**src/fpas_pkg.sv**
```systemverilog
package fpas_pkg;

    localparam int unsigned MaxExpGap = 25;

    // Command codes.
    localparam logic CmdAdd = 1'b0;
    localparam logic CmdSub = 1'b1;

    // Stage 1 to stage 2: aligned signed mantissas.
    typedef struct packed {
        logic        bypass;
        logic [31:0] bypass_word;
        logic [7:0]  exp;
        logic [31:0] ma;
        logic [31:0] mb;
    } fpas_align_t;

    // Stage 2 to stage 3: magnitude of the sum.
    typedef struct packed {
        logic        bypass;
        logic [31:0] bypass_word;
        logic [7:0]  exp;
        logic        sign;
        logic [31:0] mag;
    } fpas_sum_t;

    // Stage 3 to stage 4: normalized magnitude.
    typedef struct packed {
        logic        bypass;
        logic [31:0] bypass_word;
        logic [7:0]  exp;
        logic        sign;
        logic [30:0] mag;
    } fpas_norm_t;

    // Position of the leading one in bits 31..0, returns 0 when none.
    function automatic logic [4:0] lead_one(input logic [31:0] v);
        logic [4:0] pos;
        pos = 5'd0;
        for (int i = 0; i < 32; i++) begin
            if (v[i]) begin
                pos = 5'(i);
            end
        end
        return pos;
    endfunction

endpackage

```
**src/fpas_align.sv**
```systemverilog
// First stage: special cases, operand unpack and exponent alignment.
module fpas_align (
    input  logic                  cmd,
    input  logic [31:0]           a,
    input  logic [31:0]           b_in,
    output fpas_pkg::fpas_align_t res
);
    logic [31:0] b;
    logic [7:0]  ea;
    logic [7:0]  eb;
    logic [31:0] ma;
    logic [31:0] mb;
    logic [8:0]  dab;
    logic [8:0]  dba;

    always_comb begin
        b   = (cmd == fpas_pkg::CmdSub) ? {~b_in[31], b_in[30:0]} : b_in;
        ea  = a[30:23];
        eb  = b[30:23];
        ma  = {2'b00, 1'b1, a[22:0], 6'b0};
        mb  = {2'b00, 1'b1, b[22:0], 6'b0};
        if (a[31]) ma = 32'd0 - ma;
        if (b[31]) mb = 32'd0 - mb;
        dab = {1'b0, ea} - {1'b0, eb};
        dba = {1'b0, eb} - {1'b0, ea};

        res.bypass      = 1'b1;
        res.bypass_word = a;
        res.exp         = ea;
        res.ma          = ma;
        res.mb          = mb;
        // Zero operands: a zero second word, before or after the sign flip of a
        // subtract, returns a; a zero a returns +/-b.
        if (b_in == 32'd0 || b == 32'd0) begin
            res.bypass_word = a;
        end else if (a == 32'd0) begin
            res.bypass_word = b;
        end else if (ea > eb && dab > 9'(fpas_pkg::MaxExpGap)) begin
            res.bypass_word = a;
        end else if (eb > ea && dba > 9'(fpas_pkg::MaxExpGap)) begin
            res.bypass_word = b;
        end else begin
            res.bypass = 1'b0;
            if (ea > eb) begin
                res.mb = 32'($signed(mb) >>> dab[4:0]);
            end else begin
                res.ma  = 32'($signed(ma) >>> dba[4:0]);
                res.exp = eb;
            end
        end
    end
endmodule

```
**src/fpas_norm.sv**
```systemverilog
// Third stage: shift the leading one to bit 29.
module fpas_norm (
    input  fpas_pkg::fpas_sum_t  s,
    output fpas_pkg::fpas_norm_t n
);
    logic [4:0]  pos;
    logic [31:0] m;
    logic [7:0]  e;

    always_comb begin
        pos = fpas_pkg::lead_one(s.mag);
        m   = s.mag;
        e   = s.exp;
        if (pos == 5'd31) begin
            m = s.mag >> 2;
            e = s.exp + 8'd2;
        end else if (pos == 5'd30) begin
            m = s.mag >> 1;
            e = s.exp + 8'd1;
        end else if (s.mag != 32'd0) begin
            m = s.mag << (5'd29 - pos);
            e = s.exp - 8'(5'd29 - pos);
        end
        n.bypass      = s.bypass;
        n.bypass_word = s.bypass_word;
        n.exp         = e;
        n.sign        = s.sign;
        n.mag         = m[30:0];
    end
endmodule

```
**src/fp32_add_subtract_core.sv**
```systemverilog
// Pipelined single-precision add/subtract. Four register stages (align, add,
// normalize, round and pack); one word enters per cycle unless the output
// stalls, and its result is valid once it sits in the round and pack register; a
// stalled output holds the whole pipeline. Only an all-zero word counts as zero;
// infinity, NaN, subnormals and overflow are not treated specially and the
// exponent wraps modulo 256.
module fp32_add_subtract_core (
    input  logic        aclk,
    input  logic        aresetn,
    input  logic        s_valid,
    output logic        s_ready,
    input  logic        s_command,
    input  logic [31:0] s_operand_a,
    input  logic [31:0] s_operand_b,
    output logic        m_valid,
    input  logic        m_ready,
    output logic [31:0] m_sum_bits
);
    logic [3:0]            vld_reg;
    logic [3:0]            vld_next;
    logic                  adv;
    fpas_pkg::fpas_align_t al;
    fpas_pkg::fpas_align_t al_reg;
    fpas_pkg::fpas_sum_t   sm;
    fpas_pkg::fpas_sum_t   sm_reg;
    fpas_pkg::fpas_norm_t  nm;
    fpas_pkg::fpas_norm_t  nm_reg;
    logic [31:0]           out_reg;
    logic [31:0]           out_next;
    logic [30:0]           rm;

    assign adv        = !vld_reg[3] || m_ready;
    assign s_ready    = adv;
    assign m_valid    = vld_reg[3];
    assign m_sum_bits = out_reg;
    assign vld_next   = {vld_reg[2:0], s_valid};

    fpas_align u_align (.cmd(s_command), .a(s_operand_a), .b_in(s_operand_b), .res(al));

    // Add the aligned mantissas and take the magnitude.
    always_comb begin
        logic [31:0] m;
        m = al_reg.ma + al_reg.mb;
        sm.bypass      = al_reg.bypass;
        sm.bypass_word = al_reg.bypass_word;
        sm.exp         = al_reg.exp;
        sm.sign        = m[31];
        sm.mag         = m[31] ? 32'd0 - m : m;
    end

    fpas_norm u_norm (.s(sm_reg), .n(nm));

    // Round, renormalize and pack.
    always_comb begin
        logic [7:0] e;
        rm = nm_reg.mag + (nm_reg.mag[6] ? 31'h20 : 31'h1F);
        e  = nm_reg.exp;
        if (rm[30]) begin
            rm = rm >> 1;
            e  = e + 8'd1;
        end
        if (nm_reg.bypass) begin
            out_next = nm_reg.bypass_word;
        end else if (nm_reg.mag == 31'd0) begin
            out_next = 32'd0;
        end else begin
            out_next = {nm_reg.sign, e, rm[28:6]};
        end
    end

    // Control: valid bits travel with the words.
    always_ff @(posedge aclk) begin
        if (!aresetn) begin
            vld_reg <= 4'd0;
        end else if (adv) begin
            vld_reg <= vld_next;
        end
    end

    // Payload stages.
    always_ff @(posedge aclk) begin
        if (adv) begin
            al_reg  <= al;
            sm_reg  <= sm;
            nm_reg  <= nm;
            out_reg <= out_next;
        end
    end
endmodule
```
**config.mk**
```make
export PLATFORM = sky130hd
export DESIGN_NAME = fp32_add_subtract_core
export DESIGN_NICKNAME = d
export VERILOG_FILES = /design/src/fpas_pkg.sv /design/src/fpas_align.sv /design/src/fpas_norm.sv /design/src/fp32_add_subtract_core.sv
export SDC_FILE = /design/constraint.sdc
export NUM_CORES = 1
export LEC_CHECK = 0
export ABC_AREA = 1
export BUFFER_PORTS_ARGS = -buffer_cell sky130_fd_sc_hd__buf_4
export CAP_MARGIN = 20
export CORE_MARGIN = 2
export CORE_UTILIZATION = 40
export CTS_CLUSTER_SIZE = 16
export DETAILED_ROUTE_END_ITERATION = 10
export PLACE_DENSITY = 0.68
export SLEW_MARGIN = 20
export SYNTH_ARGS = -nofsm -noshare
export SYNTH_HDL_FRONTEND = slang
export SYNTH_SLANG_ARGS = --single-unit
```
**constraint.sdc**
```tcl
create_clock -name aclk -period 6.3 [get_ports aclk]
set_input_delay 0 -clock aclk [delete_from_list [all_inputs] [get_ports aclk]]
set_output_delay 0 -clock aclk [all_outputs]
set_load 0.03 [all_outputs]
```
==> results.md, run 1 <==
- # port buffers: 102
- Crit-path slowest cell: or2_2
- Crit start category: input port
- Total track usage: 24.9%
- Crit-path cells: dlygate4sd3_1 -> buf_4 -> inv_1 -> ha_1 -> inv_1 -> fa_1 -> a221o_1 -> xor2_1 -> buf_4 -> clkinv_1 -> a211oi_1 -> nor4_1 -> nor2_1 -> a21oi_1 -> or2_2 -> mux2_1 -> dlygate4sd3_1
- H-tree Lvls: 2
- Clk_skew: 24.6 ps
- Starting Density: 40.7%
- Largest net degree at the start of global routing: 206
- Final hold violations: 0
- Grt ovf: 0
- FFs w/ async S/R, synth: 0%
- DRT iter0 DRCs: 1987
- Final Max Slew Viols: 0
- Die Wd: 230 um
- Fillers: 4976
- Die Y: 230 um
- Top-Level Pins: 103
- First-pass GRT wire length: 103000 um
- Clock Latency Late Sink: 550 ps
- Critical-path maximum fanout: 60
- Final setup fails: 0
- Hold Path Depth: 3
- CTS tree: done
- Number of remaining DRC errors: 0
- RSZ-0062 raised after global routing: false
- WL final: 66800 um
- Top_reg_cell synth: edfxtp_1
- Tightest Pin Transition: 1070 ps
- CP endpoint kind: register
- Period minus WS final: 4740 ps
- CTS Buffer Depth: 3
- Final core utilization: 47.3%
- Reg2reg path depth: 31
- CP required: 6580 ps
- Worst vdd ir: 0.287 mV
- CP max stage delay: 660 ps
- # rows: 82
- Sink Count: 286
- Commonest non-fill, non-tap cell in the layout: nand2_1
- Pwr/cell area: 475 nW/um^2
- Clock-pin transition on the worst setup and hold timing paths: 60 ps
- HPWL Detailed: 50900 um
- Layout net count: 2812
- Most frequent cells in the layout: nand2_1 (609), edfxtp_1 (282), o21ai_0 (238)
- Final period util: 75.2%
- Relative slew slack: 28.8%
- DP Area: 21800 um^2
- Status: complete, no violations
- Cell area after layout: 23800 um^2
- FMAX: 0.211 GHz
- Post-DRT Antenna Nets: 0
- Initial antenna violation count: 2
- Distinct cell type count after synthesis: 65
- Worst hold path type: in -> reg
- Post-Synthesis Net Count: 2689
- Gate Count Post-Synth: 2549
- Synth-to-Final Area Change: 16.3%
- Flops & latches, synth: 286
- Vias in the first global route: 18100
- Leakage: 10.3 nW
- Design Power: 11.3 mW
- GP Congestion: 0.993
- Max reg flops: 103
- Max-cap viol count: 0
- Clock buffer count from CTS: 34
- Sequential fraction of the synthesis area: 41.8%
- Yosys Warn Count: 0
- Clock Root Buffer: clkbuf_16
- Routed vias/inst: 5.60
- Average wire per standard cell: 19.8 um
- WS Path Type: in -> reg
- Synthesized area: 20400 um^2
- Vias: 18900
- Total Neg Setup Slack: 0 ps
- Full die area: 52900 um^2
- Number of flops mapped to enable cells by yosys: 282
- Avg Cell Area, Syn: 8.02 um^2
- CP Data Arrival Time: 5020 ps
- CORE AREA: 50300 um^2
- Layout cells sized above 1: 9.57%
- DR pass1 iterations: 6
- Setup Buffers After CTS: 0
-- where the power goes --
part | total [mW] | switching, mW | internal [mW]
Sequential | 3.32 | 0.441 | 2.88
Combinational | 5.87 | 3.94 | 1.93
Clock | 2.09 | 0.807 | 1.29
Total | 11.3 | 5.19 | 6.09
-- worst max-delay path, delay by kind of cell --
family                   cells  cell delay (ps)
AND/OR/NAND/NOR              3             1010
buffers and inverters        7             1880
AO/OA/AOI/OAI                3              880
adder cells (fa/ha/maj)      2              610
multiplexers                 1              450
XOR/XNOR                     1              150
-- final cells by class --
| cell class | instances | area, um^2 | share of cell area (%) |
|---|---|---|---|
| tap | 672 | 841 | 3.54 |
| clock inverter | 25 | 347 | 1.46 |
| clock buffer | 36 | 858 | 3.61 |
| antenna | 2 | 5.00 | 0.0210 |
| timing repair buffer | 203 | 1730 | 7.29 |
| multi-input combinational | 1891 | 10500 | 44.1 |
| sequential | 286 | 8550 | 35.9 |
| inverter | 256 | 965 | 4.06 |
-- per-layer routing --
layer	share of wire [%]	GRT usage [%]	routed length, um	vias up
met5	0	0	0	-
met1	43	32.7	28600	8861
met3	5.7	2.49	3830	134
met2	48	42.3	31800	808
met4	3.8	9.48	2500	0
li1	-	-	-	9077
-- path summary, 6_finish.rpt --
path              startpoint          to  slack, ps
max          s_operand_b[23]  al_reg[80]       1560
min          s_operand_b[29]  al_reg[70]         20
max reg2reg        sm_reg[4]  nm_reg[39]       1780
min reg2reg       sm_reg[56]  nm_reg[55]        410
-- metrics by stage --
step / instances / setup WS, ps / hold slack, ps
final: 3371 / 1560 / 20.9
after global routing: 3370 / 1280 / 25.3
after CTS: 3368 / 1640 / 8.73
after global placement: 3236 / 1830 / 228
after detailed placement: 3236 / 1820 / 232
after floorplan: 2549 / 606 / 98.9
-- synthesized netlist by cell type, drive strengths merged, types with 5 or more instances --
master | count | share of area, %
o21ai | 267 | 6.7
o22ai | 6 | 0.18
clkbuf | 82 | 1.5
o21a | 7 | 0.26
a2bb2oi | 5 | 0.21
nor4 | 27 | 0.83
a21oi | 113 | 2.9
o211ai | 26 | 1.0
a21boi | 7 | 0.40
nand4 | 21 | 0.64
nand3b | 6 | 0.22
ha | 67 | 4.1
o31ai | 7 | 0.26
nand3 | 227 | 5.6
a211oi | 6 | 0.22
o221ai | 17 | 0.73
clkinv | 6 | 0.11
a31oi | 13 | 0.40
a22o | 25 | 1.1
nor3 | 31 | 0.93
a221o | 6 | 0.29
inv | 250 | 4.6
mux2i | 16 | 0.78
buf | 34 | 0.84
xor2 | 96 | 4.1
nand2 | 616 | 11
a22oi | 26 | 0.95
xnor2 | 39 | 1.7
nor2 | 166 | 3.1
or2 | 14 | 0.43
edfxtp | 282 | 41
-- repair_timing --
action                                  in CTS  in global routing
hold endpoints to repair                    49                  0
hold buffers                                71                  0
endpoints found under the setup margin       0                  0
resized for setup                            0                  0
-- logic make-up after synthesis --
| kind of cell | synth area share [%] |
|---|---|
| adders and majority gates | 4.49 |
| buffers and inverters | 7.04 |
| AOI/OAI and AO/OA | 16.4 |
| muxes | 1.00 |
| xor gates and xnor gates | 5.78 |
| and+or+nand+nor | 23.5 |
| DFF | 41.8 |
No activity file was read; power rests on OpenSTA's default activity.
==> run 2, diff against run 1 <==
==> constraint.sdc (replaced) <==
create_clock -name aclk -period 4 [get_ports aclk]
set_input_delay 0 -clock aclk [delete_from_list [all_inputs] [get_ports aclk]]
set_output_delay 0 -clock aclk [all_outputs]
set_load 0.03 [all_outputs]
==> run 2 against run 1 <==
Largest power group unchanged; critical endpoint is now sm_reg[29]; final area grew 2.3%; via count grew 2.0%; count of clock-buffer cells in the layout is 2 higher; cell count rose by 2.4%; critical path type is now reg -> reg; sequential cell count unchanged; the flow now finishes with violations (negative hold slack).
==> results.md, run 2 (synthesized netlist as in run 1, its figures left out) <==
- Status: complete, but fails checks
- Failing checks: negative hold slack
- Power share of the clock group: 14.9%
- Post-DRT Antenna Nets: 0
- Synth-to-Final Area Change: 19.0%
- Most frequent cells in the layout: nand2_1 (605), edfxtp_1 (282), inv_1 (233)
- Final hold slack: -6.79 ps
- Final hold violations: 1
- Internal: 9.46 mW
- Layout cells sized above 1: 13.3%
- CP required: 4310 ps
- Clock buffer count from CTS: 31
- First-pass GRT wire length: 102000 um
- Final period util: 97.4%
- Final setup fails: 0
- Reg2reg path depth: 27
- Average wire per standard cell: 19.2 um
- RSZ-0062 raised after global routing: true
- WS Path Type: reg -> reg
- Max-cap viol count: 0
- Switching portion of total power: 46.1%
- Clk_skew: 35.7 ps
- RR Endpoint: sm_reg[29]
- CP endpoint kind: register
- GP Congestion: 0.954
- Finished Layout Cells: 3453
- Full die area: 52900 um^2
- Leakage: 10.6 nW
- Top-Level Pins: 103
- Total track usage: 24.5%
- Total Neg Setup Slack: 0 ps
- H-tree Lvls: 1
- Die Wd: 230 um
- Max reg flops: 103
- # port buffers: 102
- Tightest Pin Transition: 821 ps
- Largest net degree at the start of global routing: 88
- Origin of the critical flop-to-flop path: al_reg[0]
- Routed vias/inst: 5.58
- Hold worst-path end: al_reg[65]
- Vias in the first global route: 18200
- Final Max Slew Viols: 0
- Worst hold path type: in -> reg
- Grt ovf: 0
- FMAX: 0.257 GHz
- # rows: 82
- Design Power: 17.5 mW
- Final critical-path setup slack: 103 ps
- Clock Root Buffer: clkbuf_16
- Crit start category: register
- Period minus WS final: 3900 ps
- Flop2flop setup slack: 100 ps
- Pwr/cell area: 721 nW/um^2
- Register area: 8550 um^2
- Area of the multi-input gates: 10600 um^2
- Clock-pin transition on the worst setup and hold timing paths: 60 ps
- Worst vdd ir: 0.411 mV
- Final core utilization: 48.4%
- Vias: 19300
- Number of remaining DRC errors: 0
- Critical-path maximum fanout: 3
- Hold path start: s_operand_b[24]
- Sink Count: 286
- Layout net count: 2900
- DRT iter0 DRCs: 2028
- HPWL Detailed: 51300 um
- DR pass1 iterations: 6
- DP Worst Slack: 66.7 ps
- # placed instances: 3319
- Commonest non-fill, non-tap cell in the layout: nand2_1
- WL final: 66400 um
- Clock Latency Late Sink: 600 ps
- Comb power frac: 55.6%
- Hold Path Depth: 3
- Die Y: 230 um
- CORE AREA: 50300 um^2
- Fillers: 4858
- Initial antenna violation count: 3
- Psw: 8.08 mW
- CTS tree: done
- CTS Buffer Depth: 3
- Reg power frac: 29.5%
- Relative slew slack: 45.2%
- CP Data Arrival Time: 4200 ps
- Starting Density: 40.7%
==> run 2: changes by cell type in the layout (fill, tap and decap cells not counted), moves of 5 or more <==
cell / delta
buf_4: +94
bufinv_16: -6
o21ai_0: -6
clkbuf_1: +5
dlygate4sd3_1: -6
==> run 2: worst max path at each step <==
stage               startpoint         end  depth (start not counted)  slack [ps]
3_3_place_gp         sm_reg[1]  nm_reg[39]                         42         120
5_1_grt              sm_reg[1]  nm_reg[39]                         42        -260
6_report             al_reg[0]  sm_reg[29]                         27         100
2_1_floorplan       vld_reg[3]   al_reg[0]                          3       -1370
3_5_place_dp         sm_reg[3]  nm_reg[39]                         31          70
4_1_cts        s_operand_a[25]  al_reg[86]                         20          30
==> run 2: per-layer routing <==
metal / GRT usage, % / vias up / share of wire, %
li1: - / 9230 / -
met1: 32.8 / 9037 / 43
met2: 41.1 / 831 / 46
met3: 2.42 / 161 / 6.6
met4: 9.03 / 2 / 4.2
met5: 0 / - / 0.063
==> run 2: final cells by class <==
type / count / share of cell area (%)
Antenna cell: 1 / 0.0103
Clock buffer: 38 / 3.30
Clock inverter: 15 / 0.494
Inverter: 256 / 3.96
Multi-Input combinational cell: 1891 / 43.6
Sequential cell: 286 / 35.1
Tap cell: 672 / 3.46
Timing Repair Buffer: 294 / 10.0
==> run 2: timing repair <==
| action | in CTS | in global routing |
|---|---|---|
| endpoints found under the setup margin | 0 | 35 |
| buffers inserted | 0 | 15 |
| resized for setup | 0 | 42 |
| hold endpoints to repair | 54 | 0 |
| hold buffers | 65 | 0 |
==> run 2: through the flow <==
step	hold WS [ps]	cell area, um^2
2_1_floorplan	98.9	20500
3_3_place_gp	229	22500
3_5_place_dp	241	22500
4_1_cts	0.153	24100
5_1_grt	11.8	24300
6_report	-6.79	24300
==> run 2: critical path, cell delays in order, from the launching register on <==
cell	delay [ps]
edfxtp_1	380
ha_2	210
fa_2	350
nand2_2	70
inv_2	40
o21ai_2	110
nand2_2	100
xor2_2	180
nor2_1	180
nand3b_1	130
nor2_1	110
nand2_1	90
nor3_2	130
inv_2	60
nor3_2	120
inv_2	70
nor2_4	80
nand2_2	60
nor2_2	90
nand3b_1	120
nor3_2	210
nand2_1	110
nor3_2	180
nand2_1	100
nor2_1	100
nand2_1	90
nand2_1	90
xor2_1	60
==> run 2: power groups by stage <==
| stage | Combinational [mW] | Sequential [mW] | Clock, mW |
|---|---|---|---|
| after detailed placement | 9.31 | 5.23 | 0 |
| final | 9.75 | 5.17 | 2.62 |
| after floorplan | 6.23 | 5.24 | 0 |
| after global routing | 10.8 | 5.27 | 2.78 |
| after CTS | 9.41 | 5.17 | 2.66 |
| after global placement | 9.25 | 5.20 | 0 |
